--- src/sc1kt_pkg.sv ---
`timescale 1ns / 1ps
`default_nettype none
// ----------------------------------------------------------------------------
// sc1kt_pkg: set-1 scan byte translator package
// Byte codes, key codes, lookup functions and shared types.
// ----------------------------------------------------------------------------
package sc1kt_pkg;

    localparam logic [7:0] ESCAPE_PREFIX = 8'hE0;
    localparam logic [7:0] ALT_MAKE      = 8'h38;
    localparam logic [7:0] ALT_BREAK     = 8'hB8;
    localparam logic [7:0] CODE_NONE     = 8'd0;
    localparam logic [7:0] CODE_LEFTALT  = 8'd56;
    localparam logic [7:0] CODE_RIGHTALT = 8'd100;

    typedef struct packed {
        logic escape_pending;
        logic left_alt_down;
        logic right_alt_down;
    } t_flags;

    typedef struct packed {
        logic       valid;
        logic [7:0] key_code;
        logic       pressed;
    } t_result;

    function automatic logic [7:0] normal_lookup(input logic [6:0] code);
        logic [7:0] key;
        key = CODE_NONE;
        if (code inside {[7'h01:7'h36], [7'h39:7'h44], [7'h56:7'h58]}) begin
            key = {1'b0, code};
        end
        return key;
    endfunction

    function automatic logic [7:0] escaped_lookup(input logic [6:0] code);
        logic [7:0] key;
        case (code)
            7'h1C: key = 8'd96;
            7'h1D: key = 8'd97;
            7'h35: key = 8'd98;
            7'h37: key = 8'd99;
            7'h38: key = 8'd100;
            7'h47: key = 8'd102;
            7'h48: key = 8'd103;
            7'h49: key = 8'd104;
            7'h4B: key = 8'd105;
            7'h4D: key = 8'd106;
            7'h4F: key = 8'd107;
            7'h50: key = 8'd108;
            7'h51: key = 8'd109;
            7'h52: key = 8'd110;
            7'h53: key = 8'd111;
            7'h5B: key = 8'd125;
            7'h5C: key = 8'd126;
            7'h5D: key = 8'd139;
            default: key = CODE_NONE;
        endcase
        return key;
    endfunction

endpackage
`default_nettype wire

--- src/sc1kt_byte_if.sv ---
`timescale 1ns / 1ps
`default_nettype none
// ----------------------------------------------------------------------------
// sc1kt_byte_if: scan byte channel
// Valid/ready channel carrying one raw keyboard byte per request.
// ----------------------------------------------------------------------------
interface sc1kt_byte_if;
    logic       valid;
    logic       ready;
    logic [7:0] scan_byte;

    modport source (output valid, output scan_byte, input ready);
    modport sink   (input valid, input scan_byte, output ready);
endinterface
`default_nettype wire

--- src/sc1kt_key_if.sv ---
`timescale 1ns / 1ps
`default_nettype none
// ----------------------------------------------------------------------------
// sc1kt_key_if: key event channel
// Valid/ready channel carrying one key code and pressed flag per request.
// ----------------------------------------------------------------------------
interface sc1kt_key_if;
    logic       valid;
    logic       ready;
    logic [7:0] key_code;
    logic       pressed;

    modport source (output valid, output key_code, output pressed, input ready);
    modport sink   (input valid, input key_code, input pressed, output ready);
endinterface
`default_nettype wire

--- src/scancode_set1_key_translator.sv ---
`timescale 1ns / 1ps
`default_nettype none
// ----------------------------------------------------------------------------
// scancode_set1_key_translator: set-1 scan byte to input key code
// Turns raw keyboard bytes into key code / pressed events, with escape
// prefix handling and the inverted Alt rule of this keyboard.
// ----------------------------------------------------------------------------
// One scan byte is taken per clock cycle, sustained, as long as the key
// event channel keeps up. A byte passes the input register, is decoded
// combinationally against the escape and Alt flags, and its event, if any,
// is then held in the result register, which drives the output. The prefix byte
// and bytes that map to no key give no event. The input register lets a
// new byte be taken while an event still waits downstream.
module scancode_set1_key_translator
    import sc1kt_pkg::*;
(
    input  wire logic    i_clk,
    input  wire logic    i_rst_n,
    sc1kt_byte_if.sink   i_byte,
    sc1kt_key_if.source  o_key
);
    logic       in_valid;
    logic [7:0] in_byte;
    logic       out_free;
    logic       step;
    t_result    result;

    assign step = in_valid && out_free;

    sc1kt_in_stage u_in_stage (
        .i_clk     (i_clk),
        .i_rst_n   (i_rst_n),
        .i_valid   (i_byte.valid),
        .i_byte    (i_byte.scan_byte),
        .i_advance (out_free),
        .o_ready   (i_byte.ready),
        .o_valid   (in_valid),
        .o_byte    (in_byte)
    );

    sc1kt_decode u_decode (
        .i_clk    (i_clk),
        .i_rst_n  (i_rst_n),
        .i_step   (step),
        .i_byte   (in_byte),
        .o_result (result)
    );

    sc1kt_out_stage u_out_stage (
        .i_clk      (i_clk),
        .i_rst_n    (i_rst_n),
        .i_load     (step),
        .i_result   (result),
        .i_ready    (o_key.ready),
        .o_free     (out_free),
        .o_valid    (o_key.valid),
        .o_key_code (o_key.key_code),
        .o_pressed  (o_key.pressed)
    );
endmodule
`default_nettype wire

--- src/sc1kt_in_stage.sv ---
`timescale 1ns / 1ps
`default_nettype none
// ----------------------------------------------------------------------------
// sc1kt_in_stage: input register
// Holds one accepted scan byte until the decode step can consume it.
// ----------------------------------------------------------------------------
module sc1kt_in_stage (
    input  wire logic       i_clk,
    input  wire logic       i_rst_n,
    input  wire logic       i_valid,
    input  wire logic [7:0] i_byte,
    input  wire logic       i_advance,
    output logic            o_ready,
    output logic            o_valid,
    output logic [7:0]      o_byte
);
    logic       r_valid;
    logic [7:0] r_byte;

    assign o_ready = !r_valid || i_advance;
    assign o_valid = r_valid;
    assign o_byte  = r_byte;

    always_ff @(posedge i_clk) begin
        if (!i_rst_n) begin
            r_valid <= 1'b0;
        end else if (o_ready) begin
            r_valid <= i_valid;
        end
    end

    always_ff @(posedge i_clk) begin
        if (i_valid && o_ready) begin
            r_byte <= i_byte;
        end
    end
endmodule
`default_nettype wire

--- src/sc1kt_decode.sv ---
`timescale 1ns / 1ps
`default_nettype none
// ----------------------------------------------------------------------------
// sc1kt_decode: scan byte decoder
// Escape and Alt flag registers plus the table lookup for one byte.
// ----------------------------------------------------------------------------
module sc1kt_decode
    import sc1kt_pkg::*;
(
    input  wire logic       i_clk,
    input  wire logic       i_rst_n,
    input  wire logic       i_step,
    input  wire logic [7:0] i_byte,
    output t_result         o_result
);
    t_flags r_flags;
    t_flags n_flags;
    logic [7:0] key;
    logic       down;

    always_comb begin
        n_flags = r_flags;
        key     = CODE_NONE;
        down    = 1'b1;
        if (i_byte == ESCAPE_PREFIX) begin
            n_flags.escape_pending = 1'b1;
        end else begin
            n_flags.escape_pending = 1'b0;
            if (!r_flags.escape_pending && i_byte == ALT_MAKE) begin
                if (r_flags.right_alt_down) begin
                    n_flags.right_alt_down = 1'b0;
                    key  = CODE_RIGHTALT;
                    down = 1'b0;
                end else begin
                    n_flags.left_alt_down = 1'b1;
                    key = CODE_LEFTALT;
                end
            end else if (!r_flags.escape_pending && i_byte == ALT_BREAK) begin
                if (r_flags.left_alt_down) begin
                    n_flags.left_alt_down = 1'b0;
                    key  = CODE_LEFTALT;
                    down = 1'b0;
                end else begin
                    n_flags.right_alt_down = 1'b1;
                    key = CODE_RIGHTALT;
                end
            end else begin
                down = !i_byte[7];
                if (r_flags.escape_pending) begin
                    key = escaped_lookup(i_byte[6:0]);
                end else begin
                    key = normal_lookup(i_byte[6:0]);
                end
            end
        end
    end

    assign o_result.valid    = (key != CODE_NONE);
    assign o_result.key_code = key;
    assign o_result.pressed  = down;

    always_ff @(posedge i_clk) begin
        if (!i_rst_n) begin
            r_flags <= '0;
        end else if (i_step) begin
            r_flags <= n_flags;
        end
    end
endmodule
`default_nettype wire

--- src/sc1kt_out_stage.sv ---
`timescale 1ns / 1ps
`default_nettype none
// ----------------------------------------------------------------------------
// sc1kt_out_stage: result register
// Holds one key event until the downstream side takes it.
// ----------------------------------------------------------------------------
module sc1kt_out_stage
    import sc1kt_pkg::*;
(
    input  wire logic       i_clk,
    input  wire logic       i_rst_n,
    input  wire logic       i_load,
    input  wire t_result    i_result,
    input  wire logic       i_ready,
    output logic            o_free,
    output logic            o_valid,
    output logic [7:0]      o_key_code,
    output logic            o_pressed
);
    logic       r_valid;
    logic [7:0] r_key_code;
    logic       r_pressed;

    assign o_free     = !r_valid || i_ready;
    assign o_valid    = r_valid;
    assign o_key_code = r_key_code;
    assign o_pressed  = r_pressed;

    always_ff @(posedge i_clk) begin
        if (!i_rst_n) begin
            r_valid <= 1'b0;
        end else if (i_load) begin
            r_valid <= i_result.valid;
        end else if (i_ready) begin
            r_valid <= 1'b0;
        end
    end

    always_ff @(posedge i_clk) begin
        if (i_load && i_result.valid) begin
            r_key_code <= i_result.key_code;
            r_pressed  <= i_result.pressed;
        end
    end
endmodule
`default_nettype wire
--- src/flat_wrapper.sv ---
// flat-port wrapper written by rule: the top's interface ports become plain ports
module scancode_set1_key_translator_flat import sc1kt_pkg::*;
  (i_clk, i_rst_n, i_byte_valid, i_byte_scan_byte, i_byte_ready, o_key_valid, o_key_key_code, o_key_pressed, o_key_ready);
  sc1kt_byte_if i_byte_i ();
  sc1kt_key_if o_key_i ();
  input  wire logic i_clk;
  input  wire logic i_rst_n;
  input wire logic [$bits(i_byte_i.valid)-1:0] i_byte_valid;
  input wire logic [$bits(i_byte_i.scan_byte)-1:0] i_byte_scan_byte;
  output wire logic [$bits(i_byte_i.ready)-1:0] i_byte_ready;
  output wire logic [$bits(o_key_i.valid)-1:0] o_key_valid;
  output wire logic [$bits(o_key_i.key_code)-1:0] o_key_key_code;
  output wire logic [$bits(o_key_i.pressed)-1:0] o_key_pressed;
  input wire logic [$bits(o_key_i.ready)-1:0] o_key_ready;
  assign i_byte_i.valid = i_byte_valid;
  assign i_byte_i.scan_byte = i_byte_scan_byte;
  assign i_byte_ready = i_byte_i.ready;
  assign o_key_valid = o_key_i.valid;
  assign o_key_key_code = o_key_i.key_code;
  assign o_key_pressed = o_key_i.pressed;
  assign o_key_i.ready = o_key_ready;
  scancode_set1_key_translator u_core (.i_clk(i_clk), .i_rst_n(i_rst_n), .i_byte(i_byte_i), .o_key(o_key_i));
endmodule
--- config.mk ---
export PLATFORM = sky130hd
export DESIGN_NAME = scancode_set1_key_translator_flat
export DESIGN_NICKNAME = d
export VERILOG_FILES = /design/src/sc1kt_pkg.sv /design/src/sc1kt_byte_if.sv /design/src/sc1kt_key_if.sv /design/src/scancode_set1_key_translator.sv /design/src/sc1kt_in_stage.sv /design/src/sc1kt_decode.sv /design/src/sc1kt_out_stage.sv /design/src/flat_wrapper.sv
export SDC_FILE = /design/constraint.sdc
export NUM_CORES = 1
export LEC_CHECK = 0
export BUFFER_PORTS_ARGS = -buffer_cell sky130_fd_sc_hd__buf_2
export CAP_MARGIN = 40
export CORE_MARGIN = 2
export CORE_UTILIZATION = 47
export CTS_CLUSTER_DIAMETER = 100
export DETAILED_ROUTE_END_ITERATION = 8
export GPL_TIMING_DRIVEN = 0
export MAX_ROUTING_LAYER = met4
export PLACE_DENSITY_LB_ADDON = 0.08
export SETUP_SLACK_MARGIN = 0.4
export SLEW_MARGIN = 40
export SYNTH_ARGS = -nofsm -noshare
export SYNTH_HDL_FRONTEND = slang
export SYNTH_SLANG_ARGS = --single-unit
--- constraint.sdc ---
create_clock -name i_clk -period 2.6 [get_ports i_clk]
set_input_delay 0.26 -clock i_clk [delete_from_list [all_inputs] [get_ports i_clk]]
set_output_delay 0.26 -clock i_clk [all_outputs]
set_load 0.02 [all_outputs]
==> out/results.tsv <==
stage	metric	value	unit
sta	Worst-Margin Slew	0.489	ns
place	Port Buffer Count	22	
global_routing	grt ovf	0	
route	Vias/cell	5.93	
synth	Syn Std Cell Area	1550	µm²
floorplanning	Core ar.	3100	µm²
layout	share of cells above drive strength 1	38.1	%
setup_path	Setup Crit Path Kind	reg2reg	
sta	relative slew slack	67.4	%
global_routing	first-pass GRT wire length	5870	µm
place	DP HPWL	2600	µm
pwr	Leak	0.775	nW
sta	RSZ-0062 raised after global routing	yes	
layout	Nets	202	
synth	Async S/R FF share, synth	0	%
synth	Synth Net Count	163	
synth	Synth Instances	151	
pwr	Peak VDD IR	0.386	mV
worst_hold_path	Worst Hold Class	in2reg	
global_routing	vias in the first global route	1247	
route	detailed-route DRC error count	0	
route	DR iter-0 viols	77	
layout	most common cell after layout, fill and taps aside	buf_2	
synth	post-synthesis sequential area ratio	39.5	%
cts	CTS max path bufs	2	
floorplanning	Die Y	61.4	µm
synth	Synth warnings	0	
cts	clk sinks	22	
synth	synth top area cells	edfxtp_1, dfxtp_1, o21ai_0	
flow_run	max_cap viols	0	
sta	setup_tns	0	ns
run_status	status	finished, final reports clean	
global_routing	largest net degree at the start of global routing	14	
setup_path	WP data required	2.70	ns
sta	Tmin final	2.41	ns
cts	CTS tree	yes	
synth	post-synth top area cell	edfxtp_1	
route	routed length per instance	15.9	µm
setup_path	startpoint types	flip-flop	
setup_path	crit path DAT	2.51	ns
floorplanning	standard-cell row count	20	
cts	Worst-path clk slew	0.12	ns
sta	fmax	415	MHz
sta	Layout Skew	0.00373	ns
floorplanning	Ports	23	
place	pre-CTS setup slack	0.104	ns
sta	fin crit share	92.7	%
sta	final slew viol count	0	
sta	final-report setup violation count	0	
cts	Skew-Pair Late Insertion Delay	0.31	ns
synth	Yosys reg bits	22	
place	gpl congestion	0.857	
cts	CTS root buf	clkbuf_4	
route	Routed WL	3720	µm
route	ANT nets after route	0	
synth	post-synth top area share	33.0	%
sta	Final Hold Vio Count	0	
sta	setup ws final	0.189	ns
cts	Num CTS Buffers	3	
cts	cts hold-fix bufs	0	
layout	antenna cells	0	
floorplanning	Initial Utilization	49.9	%
cts	H-tree depth	1	
global_routing	total global-route track usage	21.8	%
layout	commonest cells after routing, fill and taps aside	buf_2, edfxtp_1, buf_4, o21ai_0, nand2_1	
synth	Unique masters post-synth	56	
synth	Main synth FF type	edfxtp_1	
setup_path	Crit Path Max Fanout	10	
route	Pre-antenna DRT Iters	4	
floorplanning	total die area	3770	µm²
global_routing	initial antenna violation count	0	
synth	EDFF count, synth	17	
synth	Synth Area per Inst	10.2	µm²
floorplanning	Die Span X	61.4	µm
route	vias	1382	
setup_path	Crit. End Element	flip-flop	
pwr	Pwr Density	440	nW/µm²
layout	area delta synth->final	24.4	%
==> cells by family (layout without fill, tap and decap cells) <==
family                 Yosys count  after routing  share of synthesized area, %
and+or+nand+nor                 57             57                          24.1
AOI/OAI and AO/OA               50             50                          28.5
DFF                             22             22                          39.5
buffers and inverters           21             59                          7.36
muxes                            1              1                         0.647
==> cells in the mapped netlist (2+ instances only) <==
cell type / n
nor3_1: 2
nand3_1: 6
nor2b_1: 3
nor4bb_1: 3
nand2_1: 11
a21oi_1: 6
o31a_1: 2
nor2_1: 5
o41ai_1: 2
buf_6: 3
o21ai_0: 13
buf_2: 7
and4b_1: 2
a2111oi_4: 2
and2_1: 3
nor3b_1: 3
nand2b_1: 2
a21oi_4: 2
edfxtp_1: 17
o221a_2: 3
a31oi_1: 3
dfxtp_1: 5
nand3b_1: 4
nor3_2: 2
inv_1: 9
==> power by group <==
part / switching, mW / internal [mW]
clock: 0.104 / 0.156
combinational: 0.0996 / 0.0806
sequential: 0.0105 / 0.397
==> metrics by stage <==
| step | total power [mW] | std cells | utilization (%) | hold WS, ns | cell area, µm² |
|---|---|---|---|---|---|
| after floorplan | 0.525 | 151 | - | 0.359 | 1560 |
| final | 0.848 | 233 | 62.1 | 0.114 | 1930 |
| after global routing | 0.884 | 233 | 62.1 | 0.0939 | 1930 |
| after detailed placement | 0.565 | 217 | 55.7 | 0.438 | 1730 |
| after global placement | 0.562 | 217 | 55.7 | 0.437 | 1730 |
| after CTS | 0.841 | 232 | 60.9 | 0.111 | 1890 |
==> critical path: stages, from the launching register on <==
cell,delay (ns)
edfxtp_1,0.39
buf_6,0.15
or4b_4,0.57
or3_4,0.38
a21oi_4,0.15
nor3_2,0.08
a31oi_4,0.19
a31oi_4,0.12
buf_12,0.16
==> path summary, 6_finish.rpt <==
path | slack [ns] | end | from | cells past startpoint
worst max-delay path | 0.19 | u_core.u_out_stage.o_key_code[2] | u_core.u_in_stage.o_byte[2] | 8
worst min-delay path | 0.11 | u_core.u_in_stage.o_byte[0] | i_byte_scan_byte[0] | 1
worst max register to register | 0.19 | u_core.u_out_stage.o_key_code[2] | u_core.u_in_stage.o_byte[2] | 8
worst min register to register | 0.57 | u_core.u_in_stage.o_valid | u_core.u_in_stage.o_valid | 2
==> per-layer routing <==
layer	GRT usage, %	part of all wire [%]	vias up
met4	8.51	1.3	0
met5	-	0	-
met2	33.4	49	59
li1	-	-	667
met1	28.6	44	649
met3	4.20	6.1	7
==> final cells by class <==
class                      instances  area, µm²
clock inverter                     1       30.0
clock buffer                       3       22.5
timing repair buffer              34        213
fill                             262       1180
tap                               44       55.1
multi-input combinational        108        871
buffer                            12       90.1
inverter                           9       33.8
sequential                        22        611
==> timing repair <==
action,CTS,global route
setup endpoints to repair,11,15
gates resized for setup,3,8
hold endpoints to repair,0,0
pin swaps,5,3
buffers inserted,11,1
==> registers in the layout, summed over array words and instances (netlist names) <==
name                           cells
u_core.u_in_stage.o_byte           8
u_core.u_out_stage.o_key_code      8
u_core.u_decode.r_flags            3
u_core.u_in_stage.o_valid          1
u_core.u_out_stage.o_pressed       1
u_core.u_out_stage.o_valid         1
Power figures use the tool's default switching activity.
